--- config.mk ---
export PLATFORM = sky130hd
export DESIGN_NAME = rhit_ctrl
export DESIGN_NICKNAME = d
export VERILOG_FILES = /design/src/sv/rhit_pkg.sv /design/src/sv/rhit_ctrl.sv
export SDC_FILE = /design/constraint.sdc
export NUM_CORES = 1
export LEC_CHECK = 0
export ABC_AREA = 1
export BUFFER_PORTS_ARGS = -buffer_cell sky130_fd_sc_hd__buf_4
export CORE_MARGIN = 10
export CORE_UTILIZATION = 40
export CTS_BUF_LIST = sky130_fd_sc_hd__clkbuf_8 sky130_fd_sc_hd__clkbuf_16
export CTS_CLUSTER_SIZE = 8
export DETAILED_ROUTE_END_ITERATION = 8
export PLACE_DENSITY = 0.84
export SKIP_CTS_REPAIR_TIMING = 1
export SLEW_MARGIN = 25
export SYNTH_ARGS = -nofsm -noshare
export SYNTH_HDL_FRONTEND = slang
export SYNTH_SLANG_ARGS = --single-unit
export TNS_END_PERCENT = 20
--- constraint.sdc ---
create_clock -name clk -period 1.5 [get_ports clk]
set_input_delay 0.375 -clock clk [delete_from_list [all_inputs] [get_ports clk]]
set_output_delay 0.375 -clock clk [all_outputs]
set_load 0.1 [all_outputs]
--- src/sv/rhit_pkg.sv ---
`timescale 1ns / 1ps
package rhit_pkg;

	typedef enum logic [2:0] {
		ST_INSERTED  = 3'd0,
		ST_HIT       = 3'd1,
		ST_FULL      = 3'd2,
		ST_COLLISION = 3'd3,
		ST_DECR      = 3'd4,
		ST_FREED     = 3'd5,
		ST_NOT_FOUND = 3'd6
	} status_t;

	localparam logic REQ_ACQUIRE = 1'b0;
	localparam logic REQ_RELEASE = 1'b1;

	typedef enum logic [3:0] {
		S_IDLE,
		S_BS_READ,
		S_BS_CMP,
		S_RUN_READ,
		S_RUN_SLOT,
		S_RUN_CMP,
		S_INS_READ,
		S_INS_WRITE,
		S_INS_FINAL,
		S_DEL_READ,
		S_DEL_WRITE,
		S_DUMMY_READ,
		S_DUMMY_WAIT,
		S_OUT
	} state_t;

	// controller to datapath
	typedef struct packed {
		logic load;
		logic bs_init;
		logic idx_rd_mid;
		logic bs_step;
		logic run_init;
		logic idx_rd_run;
		logic slot_rd_run;
		logic run_next;
		logic do_hit;
		logic do_decr;
		logic do_free;
		logic ins_init;
		logic ins_rd;
		logic ins_wr;
		logic ins_final;
		logic del_rd;
		logic del_wr;
		logic del_final;
		logic dummy_rd;
		logic set_full;
		logic set_coll;
		logic set_nf;
		logic out_set;
	} cmd_t;

	// datapath to controller
	typedef struct packed {
		logic is_release;
		logic bs_done;
		logic run_end;
		logic tag_match;
		logic slot_match;
		logic cnt_gt1;
		logic pos_hit;
		logic no_free;
		logic ins_done;
		logic del_done;
	} sts_t;

endpackage

--- src/sv/rhit_ctrl.sv ---
`timescale 1ns / 1ps
module rhit_ctrl (
	input  logic            clk,
	input  logic            arst_n,
	input  logic            in_valid,
	output logic            in_ready,
	output logic            out_valid,
	input  logic            out_ready,
	input  rhit_pkg::sts_t  sts,
	output rhit_pkg::cmd_t  cmd
);
	rhit_pkg::state_t state_q, state_d;

	always_ff @(posedge clk or negedge arst_n) begin
		if (!arst_n) state_q <= rhit_pkg::S_IDLE;
		else state_q <= state_d;
	end

	always_comb begin
		state_d = state_q;
		case (state_q)
			rhit_pkg::S_IDLE: if (in_valid) state_d = rhit_pkg::S_BS_READ;
			rhit_pkg::S_BS_READ: begin
				if (sts.bs_done) state_d = rhit_pkg::S_RUN_READ;
				else state_d = rhit_pkg::S_BS_CMP;
			end
			rhit_pkg::S_BS_CMP: state_d = rhit_pkg::S_BS_READ;
			rhit_pkg::S_RUN_READ: begin
				// first look at lower-bound position decides absent hash
				if (sts.run_end) begin
					if (sts.is_release) state_d = rhit_pkg::S_OUT;
					else if (!sts.pos_hit && sts.no_free) state_d = rhit_pkg::S_DUMMY_READ;
					else if (!sts.pos_hit) state_d = rhit_pkg::S_INS_READ;
					else state_d = rhit_pkg::S_DUMMY_READ;
				end else state_d = rhit_pkg::S_RUN_SLOT;
			end
			rhit_pkg::S_RUN_SLOT: state_d = rhit_pkg::S_RUN_CMP;
			rhit_pkg::S_RUN_CMP: begin
				if (sts.is_release) begin
					if (sts.slot_match) begin
						if (sts.cnt_gt1) state_d = rhit_pkg::S_OUT;
						else state_d = rhit_pkg::S_DEL_READ;
					end else state_d = rhit_pkg::S_RUN_READ;
				end else begin
					if (sts.tag_match) state_d = rhit_pkg::S_OUT;
					else state_d = rhit_pkg::S_RUN_READ;
				end
			end
			rhit_pkg::S_INS_READ: begin
				if (sts.ins_done) state_d = rhit_pkg::S_INS_FINAL;
				else state_d = rhit_pkg::S_INS_WRITE;
			end
			rhit_pkg::S_INS_WRITE: state_d = rhit_pkg::S_INS_READ;
			rhit_pkg::S_INS_FINAL: state_d = rhit_pkg::S_OUT;
			rhit_pkg::S_DEL_READ: begin
				if (sts.del_done) state_d = rhit_pkg::S_OUT;
				else state_d = rhit_pkg::S_DEL_WRITE;
			end
			rhit_pkg::S_DEL_WRITE: state_d = rhit_pkg::S_DEL_READ;
			rhit_pkg::S_DUMMY_READ: state_d = rhit_pkg::S_DUMMY_WAIT;
			rhit_pkg::S_DUMMY_WAIT: state_d = rhit_pkg::S_OUT;
			rhit_pkg::S_OUT: if (out_ready) state_d = rhit_pkg::S_IDLE;
			default: state_d = rhit_pkg::S_IDLE;
		endcase
	end

	always_comb begin
		cmd = '0;
		in_ready = 1'b0;
		out_valid = 1'b0;
		case (state_q)
			rhit_pkg::S_IDLE: begin
				in_ready = 1'b1;
				cmd.load = in_valid;
				cmd.bs_init = in_valid;
			end
			rhit_pkg::S_BS_READ: begin
				cmd.idx_rd_mid = !sts.bs_done;
				cmd.run_init = sts.bs_done;
			end
			rhit_pkg::S_BS_CMP: cmd.bs_step = 1'b1;
			rhit_pkg::S_RUN_READ: begin
				if (sts.run_end) begin
					if (sts.is_release) cmd.set_nf = 1'b1;
					else if (!sts.pos_hit && sts.no_free) begin
						cmd.dummy_rd = 1'b1;
						cmd.set_full = 1'b1;
					end else if (!sts.pos_hit) cmd.ins_init = 1'b1;
					else begin
						cmd.dummy_rd = 1'b1;
						cmd.set_coll = 1'b1;
					end
				end else cmd.idx_rd_run = 1'b1;
			end
			rhit_pkg::S_RUN_SLOT: cmd.slot_rd_run = 1'b1;
			rhit_pkg::S_RUN_CMP: begin
				if (sts.is_release) begin
					if (sts.slot_match) begin
						if (sts.cnt_gt1) cmd.do_decr = 1'b1;
						else cmd.do_free = 1'b1;
					end else cmd.run_next = 1'b1;
				end else begin
					if (sts.tag_match) cmd.do_hit = 1'b1;
					else cmd.run_next = 1'b1;
				end
			end
			rhit_pkg::S_INS_READ: cmd.ins_rd = !sts.ins_done;
			rhit_pkg::S_INS_WRITE: cmd.ins_wr = 1'b1;
			rhit_pkg::S_INS_FINAL: cmd.ins_final = 1'b1;
			rhit_pkg::S_DEL_READ: begin
				cmd.del_rd = !sts.del_done;
				cmd.del_final = sts.del_done;
			end
			rhit_pkg::S_DEL_WRITE: cmd.del_wr = 1'b1;
			rhit_pkg::S_DUMMY_WAIT: cmd.out_set = 1'b1;
			rhit_pkg::S_OUT: out_valid = 1'b1;
			default: ;
		endcase
	end
endmodule

==> results of run 1 <==
==> metrics by stage <==
step / setup WS, ns / hold slack [ns] / utilization (%)
floorplan: -0.431 / 0.0794 / -
global placement: -0.0979 / 0.170 / 88.0
detailed placement: -0.143 / 0.172 / 88.0
CTS: -0.458 / -0.0645 / 91.4
==> cells by family after synthesis <==
logic type | count (synthesis)
and+or+nand+nor | 73
buffers and inverters | 26
DFF | 4
AOI/OAI and AO/OA | 4
==> summary.md, run 1 <==
| Metric | Value |
|---|---|
| Status | did not finish |
| Halt point of the flow | 5_1_grt |
| Error that halted the flow | [ERROR DPL-0038] Utilization greater than 100%, impossible to legalize |
| IO Count | 39 |
| Count of input and output buffers | 38 |
| Most instantiated library cell after synthesis | sky130_fd_sc_hd__nand2_1 |
| Number of instances in the synthesized netlist | 107 |
| Synth warnings | 0 |
| Horiz. Die Dim | 57.3 microns |
| Cell chosen for the clock root | sky130_fd_sc_hd__clkbuf_8 |
| Number of synthesized register bits | 4 |
| Netlist cell types | 15 |
| Post-synthesis simple-gate area fraction | ~60% |
| Dpl cells | 182 |
| Largest family of logic cells by synthesized area | simple AND/OR/NAND/NOR gates |
| Post-synthesis sequential area ratio | 18.0% |
| H-tree levels | 1 |
| Synthesized Nets | 121 |
| Number of rows in the core area | 13 |
| TritonCTS Buffers | 3 |
| Maximum clock path buffer count | 2 |
| Worst-path endpoint after global-route repair_timing | cmd[3] |
| Cells taking the most area after synthesis | sky130_fd_sc_hd__dfrtp_1 18%, sky130_fd_sc_hd__nand2_1 18%, sky130_fd_sc_hd__nor2_1 17% |
| Mux contribution to synthesized area | 0% |
| Synthesized area | approximately 560 sq um |
| Flip-flop cell with the highest count after synthesis | sky130_fd_sc_hd__dfrtp_1 |
| Area share of the largest cell type after synthesis | 18.0% |
| Largest net degree at the start of global routing | 7 |
| GP Congestion | 0.823 |
| Effective utilization at floorplan | 42.8% |
| Area share of xor/xnor cells in the synthesized design | 0% |
| Area post-placement | 1140 sq um |
| Avg Cell Area, Syn | 5.20 sq um |
| Floorplan die height | 57.3 microns |
| Dominant cell type by area after synthesis | sky130_fd_sc_hd__dfrtp_1 |
| Number of clock sinks seen by CTS | 4 |
| Kind of pin the worst path terminates on | output port |
| Fraction of the mapped netlist area in compound gates | under 10% |
| Most frequent cells after synthesis | 26 x sky130_fd_sc_hd__nand2_1, 25 x sky130_fd_sc_hd__nor2_1, 22 x sky130_fd_sc_hd__inv_1, 6 x sky130_fd_sc_hd__nand3_1 |
| Number of enable-type register cells in the synthesized netlist | 0 |
| Adder and majority cell fraction of the synthesized area | 0% |
| Detail Placement HPWL | 2.13 mm |
| Post-synthesis async set-or-reset flop share | 100% |
==> run 2: changes to the inputs <==
- CORE_AREA: unset -> 10 10 71 73
- CORE_MARGIN: 10 -> unset
- CORE_UTILIZATION: 40 -> unset
- CTS_BUF_LIST: sky130_fd_sc_hd__clkbuf_8 sky130_fd_sc_hd__clkbuf_16 -> unset
- CTS_CLUSTER_SIZE: 8 -> unset
- DIE_AREA: unset -> 0 0 81 83
- PLACE_DENSITY: 0.84 -> unset
- PLACE_DENSITY_LB_ADDON: unset -> 0.15
==> summary.md, run 2 <==
| Metric | Value |
|---|---|
| Kind of end point of the critical path | output pin |
| Max-cap violation count | 0 |
| Floorplan die height | 83 microns (+45%) |
| Most common cell after layout, fill and taps aside | sky130_fd_sc_hd__buf_4 |
| Vias per std cell | 3.84 |
| Sequential power share | roughly 9% |
| Smallest hold slack | 0.456 ns |
| Flip-flop cell with the highest count after synthesis | sky130_fd_sc_hd__dfrtp_1 |
| Fraction of layout cells with a size suffix above 1 | between 60% and 70% |
| TritonCTS Buffers | 3 (unchanged) |
| Wire length per cell | 11.3 microns |
| Maximum clock skew at final layout | between 0.0015 and 0.002 ns |
| Effective utilization at floorplan | 15.3% (-27 points) |
| Number of detailed-routing iterations run before antenna repair | 4 |
| Slowest cell on the critical path | sky130_fd_sc_hd__dfrtp_2 |
| Cells taking the most area after synthesis | sky130_fd_sc_hd__dfrtp_1 18%, sky130_fd_sc_hd__nand2_1 18%, sky130_fd_sc_hd__nor2_1 17% |
| Count of endpoints failing hold in the final timing report | 0 |
| Area added between synthesis and finish | 190% |
| Maximum clock path buffer count | 2 (unchanged) |
| Largest net degree at the start of global routing | 6 |
| Worst EP arrival | 1.42 ns |
| Most instantiated library cell after synthesis | sky130_fd_sc_hd__nand2_1 |
| Dominant cell type by area after synthesis | sky130_fd_sc_hd__dfrtp_1 |
| Maximum net fanout on the critical path | 3 |
| Post-route DRC | 0 |
| Via count of the first global-routing pass | 922 |
| Post-synthesis sequential area ratio | 18.0% (unchanged) |
| Measured slew at the worst slew-check pin | approximately 0.27 ns |
| Worst-path clk slew | 0.03 ns |
| Horiz. Die Dim | 81 microns (+41%) |
| ANT nets after route | 0 |
| Cell internal pwr | 1300 uW |
| Post-Route Utilization | 44.4% |
| Worst-case vdd ir drop | 463 uV |
| Remaining global-route overflow | 0 |
| Status | complete, but fails checks |
| Reported net switching power | roughly 1800 uW |
| Number of synthesized register bits | 4 (unchanged) |
| Maximum clock frequency | 0.556 GHz |
| Net total in the final layout | 192 |
| RSZ-0062 raised after global routing | true |
| Fill cell instance count of the final layout | 382 |
| Post-route insts no fill | 225 |
| Power density over the cells | 1900 nW/um^2 |
| Cell-by-cell trace of the critical path | nor2_4 -> nand3_4 -> nor2_4 -> nand2_4 -> nor2_4 -> buf_12 |
| Clock Power Share | 8.0% |
| Most frequent cells after synthesis | 26 x sky130_fd_sc_hd__nand2_1, 25 x sky130_fd_sc_hd__nor2_1, 22 x sky130_fd_sc_hd__inv_1, 6 x sky130_fd_sc_hd__nand3_1 |
| GP Congestion | 0.832 (+1.0%) |
| IO Count | 39 (unchanged) |
| Place WS | -0.145 ns (-0.00235 ns) |
| Period minus WS final | 1.80 ns |
| Critical path's top delay family | simple AND/OR/NAND/NOR gates |
| Initial antenna violation count | 0 |
| Leading cell types in the layout, fill and taps excluded | 39 x sky130_fd_sc_hd__buf_4, 23 x sky130_fd_sc_hd__nand2_1, 21 x sky130_fd_sc_hd__buf_12 |
| Avg Cell Area, Syn | 5.20 sq um (unchanged) |
| Clk Latency, worst-skew pair | 0.22 ns |
| Sw frac | ~58% |
| Area of the die | 6720 sq um |
| Post-synthesis async set-or-reset flop share | 100% (unchanged) |
| Delay of the slowest cell on the worst path | 0.42 ns |
| Cell mode on critical path | sky130_fd_sc_hd__nor2_4 |
| WP buf/inv | 1 |
| Worst slew margin relative to its limit | 81.6% |
| Synthesized Nets | 121 (unchanged) |
| Gr usage total | about 7.3% |
| Placeable core region | roughly 3600 sq um |
| Max FFs per register | 4 |
| CP Data Required Time | 1.12 ns |
| CTS tree | built |
| Synth warnings | 0 (unchanged) |
| First-pass GRT wire length | 4.01 mm |
| Tcrit/Tclk final | 120% |
| Number of instances in the synthesized netlist | 107 (unchanged) |
| Count of input and output buffers | 38 (unchanged) |
| Leakage | 0.000780 uW |
| Cell chosen for the clock root | sky130_fd_sc_hd__clkbuf_8 |
| Category of the most critical setup path | reg -> out |
| Registers with the most flip-flops | state_q (4) |
| Number of rows in the core area | 22 (+9) |
| Number of antenna diodes | 0 |
| Area share of the largest cell type after synthesis | 18.0% (unchanged) |
| HP Class | in -> reg |
| Vias after detailed routing | 863 |
| Register with the most flip-flops | state_q |
| Share of power burned in combinational logic | ~83% |
| Setup WS post-layout | -0.299 ns |
| Netlist cell types | 15 (unchanged) |
| H-tree levels | 1 (unchanged) |
| Number of clock sinks seen by CTS | 4 (unchanged) |
| Reg2Reg Launch Point | state_q[0] |
| Synthesized area | 557 sq um (unchanged) |
| Detail Placement HPWL | 2.18 mm (+2.6%) |
| Number of enable-type register cells in the synthesized netlist | 0 (unchanged) |
| Power, Total | 3060 uW |
| WL final | around 2.5 mm |
| Initial DRC count | 29 |
| Dpl cells | 219 (+20%) |
| Violations in the final reports | negative setup slack |
| Final Max Tran Viols | 0 |
| Hold wc startpoint | out_ready |
| Critical Path Source | state_q[2] |
| Type of element launching the critical path | register |
| Final setup violation count | 25 |
-- run 2: cell counts after synthesis --
No cell type changed its count.
-- run 2: layout make-up --
type	count	area, sq um	share of cell area [%]
clock buffer	4	45.0	2.79
inverter	25	93.8	5.82
multi-input combinational	77	515	32.0
sequential	4	104	6.44
tap	48	60.1	3.72
timing repair buffer	67	795	49.3
-- run 2: cell families (layout without fill, tap and decap cells) --
logic type      Yosys count  after routing  synth area share, %
flops                     4              4                 18.0
buf+inv                  26             96                 18.2
compound gates            4              4                 3.59
simple gates             73             73                 60.2
-- run 2: power by group through the flow --
| stage | Combinational (uW) | Sequential [uW] | Clock, uW |
|---|---|---|---|
| global placement | 2170 | 261 | 0 |
| detailed placement | 2180 | 262 | 0 |
| floorplan | 1490 | 271 | 0 |
| finish | 2540 | 275 | 244 |
| CTS | 2180 | 261 | 249 |
| global route | 2710 | 288 | 257 |
-- run 2: per-stage QoR --
step	TNS (ns)	area (sq um)
3_3_place_gp	-1.37	1230
4_1_cts	-7.62	1270
6_report	-5.85	1610
3_5_place_dp	-1.75	1230
2_1_floorplan	-7.17	688
5_1_grt	-7.73	1610
-- run 2: worst paths after layout --
path	endpoint	slack, ns	depth (start not counted)
min in group asynchronous	state_q[0]	0.49	2
hold / removal	state_q[0]	0.46	4
setup / recovery	cmd[2]	-0.30	6
max in group asynchronous	state_q[2]	0.90	2
hold reg to reg	state_q[3]	0.79	5
setup reg to reg	state_q[0]	0.09	10
-- run 2: routing by layer --
layer / GRT usage, % / vias up / share of wire (%)
met5: 0 / - / 0
met1: 7.56 / 381 / 36
met4: 4.38 / 0 / 0.67
li1: - / 453 / -
met2: 12.3 / 27 / 54
met3: 2.16 / 2 / 8.6
-- run 2: tightest hold or removal path, cell delays in order --
cell	delay, ns
sky130_fd_sc_hd__buf_4	0.07
sky130_fd_sc_hd__inv_1	0.03
sky130_fd_sc_hd__nand2_2	0.10
sky130_fd_sc_hd__nand2_1	0.06
No activity file was read; power rests on OpenSTA's default activity.
==> run 3: changes to the inputs <==
- clock period: 1.5 -> 2.3 ns (I/O delays scaled with it)
==> summary.md, run 3 (synthesis gave the netlist of run 2 again) <==
| Metric | Value |
|---|---|
| Vias after detailed routing | 753 (-13%) |
| Gr usage total | 6.29% (-0.98 points) |
| Measured slew at the worst slew-check pin | 0.307 ns (+0.0338 ns) |
| ANT nets after route | 0 (unchanged) |
| IO Count | 39 (unchanged) |
| Critical Path Source | state_q[2] |
| Area of the die | 6720 sq um (unchanged) |
| Reg2Reg Launch Point | state_q[1] |
| Maximum net fanout on the critical path | 6 (+3) |
| Registers with the most flip-flops | state_q (4) |
| GP Congestion | 0.727 (-13%) |
| Cell mode on critical path | sky130_fd_sc_hd__nor2_2 |
| Area occupied by registers | 100 sq um (-3.6%) |
| Largest net degree at the start of global routing | 8 (+2) |
| TritonCTS Buffers | 3 (unchanged) |
| Maximum clock frequency | around 0.46 GHz |
| RSZ-0062 raised after global routing | false |
| Cell internal pwr | 468 uW (-64%) |
| Category of the most critical setup path | reg -> out |
| Leading cell types in the layout, fill and taps excluded | 36 x sky130_fd_sc_hd__buf_4, 26 x sky130_fd_sc_hd__nand2_1, 22 x sky130_fd_sc_hd__inv_1, 22 x sky130_fd_sc_hd__nor2_1, 6 x sky130_fd_sc_hd__nand3_1 |
| Net total in the final layout | 163 (-15%) |
| Critical path's top delay family | simple AND/OR/NAND/NOR gates |
| Max FFs per register | 4 (unchanged) |
| Kind of end point of the critical path | output pin |
| Status | completed |
| HP Class | in -> async |
| Number of antenna diodes | 0 (unchanged) |
| WP buf/inv | 1 (unchanged) |
| Worst EP arrival | 1.59 ns (+0.17 ns) |
| Fraction of layout cells with a size suffix above 1 | 40.8% (-24 points) |
| CP Data Required Time | 1.73 ns (+0.61 ns) |
| Period minus WS final | 2.17 ns |
| Share of power burned in combinational logic | 77.2% (-5.9 points) |
| Horiz. Die Dim | 81 microns (unchanged) |
| Floorplan die height | 83 microns (unchanged) |
| Initial antenna violation count | 0 (unchanged) |
| Worst-path clk slew | 0.03 ns (about the same) |
| Vias per std cell | 3.86 (+0.68%) |
| Number of detailed-routing iterations run before antenna repair | 4 (unchanged) |
| Area added between synthesis and finish | 75.5% |
| Remaining global-route overflow | 0 (unchanged) |
| Final Max Tran Viols | 0 (unchanged) |
| Wire length per cell | 11.1 microns (-1.6%) |
| Via count of the first global-routing pass | 774 (-16%) |
| Sequential power share | 12.6% (+3.6 points) |
| Detail Placement HPWL | 1.94 mm (-11%) |
| First-pass GRT wire length | 3.46 mm (-14%) |
| Final setup violation count | 0 (-100%) |
| Worst slew margin relative to its limit | 79.5% (-2.1 points) |
| CP Depth | 6 (unchanged) |
| Cell chosen for the clock root | sky130_fd_sc_hd__clkbuf_8 |
| H-tree levels | 1 (unchanged) |
| Leakage | 0.000572 uW (-27%) |
| Count of input and output buffers | 38 (unchanged) |
| Tcrit/Tclk final | 94.3% |
| CTS tree | built |
| Count of endpoints failing hold in the final timing report | 0 (unchanged) |
| Most common cell after layout, fill and taps aside | sky130_fd_sc_hd__buf_4 |
| Setup WS post-layout | 0.132 ns (+0.431 ns) |
| Place WS | 0.250 ns (+0.396 ns) |
| Max-cap violation count | 0 (unchanged) |
| Power, Total | 1440 uW (-53%) |
| Cell-by-cell trace of the critical path | nor2_4 -> nand3_2 -> nor2_2 -> nand2_1 -> nor2_2 -> buf_6 |
| Clk Latency, worst-skew pair | 0.22 ns (about the same) |
| Multi-input combinational cell area | 389 sq um (-25%) |
| Clock Power Share | 10.3% (+2.3 points) |
| Slowest cell on the critical path | sky130_fd_sc_hd__dfrtp_1 |
| Power density over the cells | 1480 nW/um^2 (-22%) |
| Post-Route Setup TNS | 0 ns (+5.85 ns) |
| Effective utilization at floorplan | 15.3% (unchanged) |
| Register with the most flip-flops | state_q |
| Fill cell instance count of the final layout | 428 (+12%) |
| Maximum clock path buffer count | 2 (unchanged) |
| Post-route DRC | 0 (unchanged) |
| Reg2reg path depth | 8 (-2) |
| Maximum clock skew at final layout | 0.000139 ns (-0.00141 ns) |
| Post-Route Utilization | 26.9% (-17 points) |
| Delay of the slowest cell on the worst path | 0.44 ns (+0.02 ns) |
| Worst-case vdd ir drop | 267 uV (-42%) |
| Initial DRC count | 39 (+34%) |
| Type of element launching the critical path | register |
| Number of clock sinks seen by CTS | 4 (unchanged) |
| Number of rows in the core area | 22 (unchanged) |
| Sw frac | 67.6% (+10 points) |
| WL final | 2.17 mm (-15%) |
| Reported net switching power | 975 uW (-45%) |
| Placeable core region | 3630 sq um (unchanged) |
run 3: cell count changes in the layout (fill, tap and decap cells not counted), sizes merged:
cell | previous run | this run
buf | 66 | 38
clkbuf | 4 | 3
dlygate4sd3 | 1 | 0
run 3: area by class of cell:
cell class	instances	area share, %
clock buffer	3	4.23
timing repair buffer	38	30.0
multi-input combinational	77	39.8
tap	48	6.15
sequential	4	10.2
inverter	25	9.60
run 3: power by group through the flow:
stage | clock, uW | combinational (uW) | sequential (uW)
finish | 148 | 1110 | 181
floorplan | 0 | 903 | 162
detailed placement | 0 | 1120 | 176
CTS | 151 | 1120 | 175
global placement | 0 | 1120 | 177
global route | 155 | 1200 | 188
run 3: stage by stage:
| stage | instance area, sq um | instances | hold WS (ns) |
|---|---|---|---|
| floorplan | 586 | 107 | 0.279 |
| global placement | 923 | 192 | 0.373 |
| detailed placement | 923 | 192 | 0.374 |
| CTS | 965 | 195 | 0.146 |
| global route | 977 | 195 | 0.149 |
| finish | 977 | 195 | 0.147 |
run 3: path summary, 6_finish.rpt:
| kind | endpoint | slack [ns] |
|---|---|---|
| setup reg to reg | state_q[0] | 1.01 |
| hold / removal | state_q[0] | 0.15 |
| min in group clk | state_q[0] | 0.66 |
| max in group asynchronous | state_q[2] | 2.05 |
| hold reg to reg | state_q[1] | 0.80 |
| setup / recovery | cmd[2] | 0.13 |
run 3: routing by layer:
metal	track usage, %	share of wire [%]	vias up
li1	-	-	396
met1	7.06	40	333
met5	0	0	-
met3	1.29	5.9	4
met4	3.29	1.8	0
met2	10.7	52	20
==> run 4: changes to the inputs <==
- BUFFER_PORTS_ARGS: -buffer_cell sky130_fd_sc_hd__buf_4 -> unset
- DONT_BUFFER_PORTS: unset -> 1
==> summary.md, run 4 (synthesis gave the netlist of run 2 again) <==
| Metric | Value |
|---|---|
| Number of clock sinks seen by CTS | 4 (unchanged) |
| Floorplan die height | 83 microns (unchanged) |
| Max-cap violation count | 0 (unchanged) |
| Place WS | 0.274 ns (+0.0233 ns) |
| Gr usage total | 6.68% (+0.38 points) |
| Final setup violation count | 0 (unchanged) |
| Maximum clock skew at final layout | 0.00246 ns (+0.00232 ns) |
| Number of rows in the core area | 22 (unchanged) |
| Cell mode on critical path | sky130_fd_sc_hd__nor2_2 |
| Tcrit/Tclk final | 94.3% (about the same) |
| TritonCTS Buffers | 3 (unchanged) |
| Delay of the slowest cell on the worst path | 0.44 ns (about the same) |
| Area added between synthesis and finish | 74.8% |
| H-tree levels | 1 (unchanged) |
| Wire length per cell | 11.8 microns (+6.2%) |
| WL final | 2.14 mm (-1.4%) |
| Cell chosen for the clock root | sky130_fd_sc_hd__clkbuf_8 |
| Power, Total | 1470 uW (+2.1%) |
| Sw frac | 67.4% (-0.16 points) |
| Worst EP arrival | 1.59 ns (about the same) |
| Category of the most critical setup path | reg -> out |
| Largest net degree at the start of global routing | 8 (unchanged) |
| Register with the most flip-flops | state_q |
| Worst slew margin relative to its limit | 80.0% (+0.51 points) |
| Slowest cell on the critical path | sky130_fd_sc_hd__dfrtp_1 |
| Number of detailed-routing iterations run before antenna repair | 4 (unchanged) |
| Number of antenna diodes | 0 (unchanged) |
| Post-route DRC | 0 (unchanged) |
| Type of element launching the critical path | register |
| Setup WS post-layout | 0.130 ns (-0.00156 ns) |
| IO Count | 39 (unchanged) |
| First-pass GRT wire length | 3.65 mm (+5.4%) |
| Count of endpoints failing hold in the final timing report | 0 (unchanged) |
| Remaining global-route overflow | 0 (unchanged) |
| CTS tree | built |
| Clk Latency, worst-skew pair | 0.22 ns (about the same) |
| Initial antenna violation count | 0 (unchanged) |
| Maximum clock path buffer count | 2 (unchanged) |
| Maximum net fanout on the critical path | 6 (unchanged) |
| Share of power burned in combinational logic | 77.7% (+0.5 points) |
| Max FFs per register | 4 (unchanged) |
| Vias per std cell | 3.86 (about the same) |
| Detail Placement HPWL | 1.96 mm (+0.79%) |
| Final Max Tran Viols | 0 (unchanged) |
| Effective utilization at floorplan | 15.3% (unchanged) |
| Maximum clock frequency | 0.461 GHz (about the same) |
| HP Class | in -> async |
| Cell internal pwr | 480 uW (+2.6%) |
| Leading cell types in the layout, fill and taps excluded | 26 x sky130_fd_sc_hd__nand2_1, 22 x sky130_fd_sc_hd__inv_1, 18 x sky130_fd_sc_hd__buf_4 |
| Vias after detailed routing | 699 (-7.2%) |
| Kind of end point of the critical path | output pin |
| Period minus WS final | 2.17 ns (+0.00156 ns) |
| Power density over the cells | 1510 nW/um^2 (+2.5%) |
| ANT nets after route | 0 (unchanged) |
| Status | completed |
| FF-to-FF setup slack | 0.69 ns (-0.32 ns) |
| Leakage | 0.000522 uW (-8.7%) |
| Count of input and output buffers | 0 (-100%) |
| CP Depth | 6 (unchanged) |
| Placeable core region | 3630 sq um (unchanged) |
| Reg2reg path depth | 9 (+1) |
| WP buf/inv | 1 (unchanged) |
| Critical path's top delay family | simple AND/OR/NAND/NOR gates |
| Worst-path clk slew | 0.03 ns (about the same) |
| Capturing point of the worst reg2reg path | state_q[0] |
| Initial DRC count | 46 (+18%) |
| CP Data Required Time | 1.73 ns (about the same) |
| Measured slew at the worst slew-check pin | 0.300 ns (-0.00764 ns) |
| GP Congestion | 0.749 (+3.1%) |
| Worst-case vdd ir drop | 266 uV (-0.49%) |
| RSZ-0062 raised after global routing | false |
| Horiz. Die Dim | 81 microns (unchanged) |
| Registers with the most flip-flops | state_q (4) |
| Reported net switching power | 994 uW (+1.9%) |
| Reg2Reg Launch Point | state_q[1] |
| Sequential power share | 12.3% (-0.3 points) |
| Cell-by-cell trace of the critical path | nor2_4 -> nand3_2 -> nor2_2 -> nand2_1 -> nor2_2 -> buf_12 |
| Fraction of layout cells with a size suffix above 1 | 42.9% (+2.0 points) |
| Most common cell after layout, fill and taps aside | sky130_fd_sc_hd__nand2_1 |
| Clock Power Share | 9.9% (-0.4 points) |
| Area of the die | 6720 sq um (unchanged) |
| Net total in the final layout | 149 (-8.6%) |
| Via count of the first global-routing pass | 735 (-5.0%) |
==> run 4: power by group through the flow <==
| stage | Clock (uW) | Combinational (uW) | Sequential (uW) |
|---|---|---|---|
| after detailed placement | 0 | 1160 | 177 |
| after global routing | 158 | 1230 | 189 |
| after CTS | 152 | 1160 | 176 |
| final | 146 | 1150 | 182 |
| after global placement | 0 | 1160 | 177 |
| after floorplan | 0 | 903 | 162 |
==> run 4: routing by layer <==
layer,global-route usage (%),share of wire (%),vias up
li1,-,-,368
met1,6.88,36,307
met2,11.1,53,20
met3,2.16,8.7,4
met4,4.38,2.5,0
met5,0,0,-
==> run 4: worst reg2reg max path: stages, from the launching register on <==
cell and delay (ns):
sky130_fd_sc_hd__dfrtp_1 0.47, sky130_fd_sc_hd__inv_2 0.11, sky130_fd_sc_hd__nand2_2 0.12, sky130_fd_sc_hd__nor2_4 0.11, sky130_fd_sc_hd__buf_4 0.30, sky130_fd_sc_hd__nand2_2 0.13
sky130_fd_sc_hd__o21ai_0 0.10, sky130_fd_sc_hd__inv_1 0.06, sky130_fd_sc_hd__nand2_1 0.06, sky130_fd_sc_hd__nand2_1 0.04
==> run 4: worst max-delay path by stage <==
stage | from | to | slack [ns]
final | state_q[2] | cmd[2] | 0.13
after global routing | state_q[2] | cmd[2] | 0.01
after CTS | state_q[2] | cmd[2] | 0.04
after detailed placement | state_q[2] | cmd[2] | 0.27
after global placement | state_q[2] | cmd[2] | 0.32
after floorplan | state_q[2] | cmd[11] | -0.45
==> run 4: layout make-up <==
cell class | instances | area [sq um]
Fill cell | 424 | 2660
Timing Repair Buffer | 24 | 255
Clock buffer | 3 | 41.3
Inverter | 25 | 93.8
Sequential cell | 4 | 100
Tap cell | 48 | 60.1
Multi-Input combinational cell | 77 | 423
==> run 4: through the flow <==
stage	util (%)	hold WS, ns	area [sq um]	cells	TNS, ns
2_1_floorplan	-	0.279	586	107	-3.31
3_3_place_gp	25.5	0.280	927	178	0
3_5_place_dp	25.5	0.280	927	178	0
4_1_cts	26.7	0.0489	968	181	0
5_1_grt	26.8	0.0435	973	181	0
6_report	26.8	0.0556	973	181	0
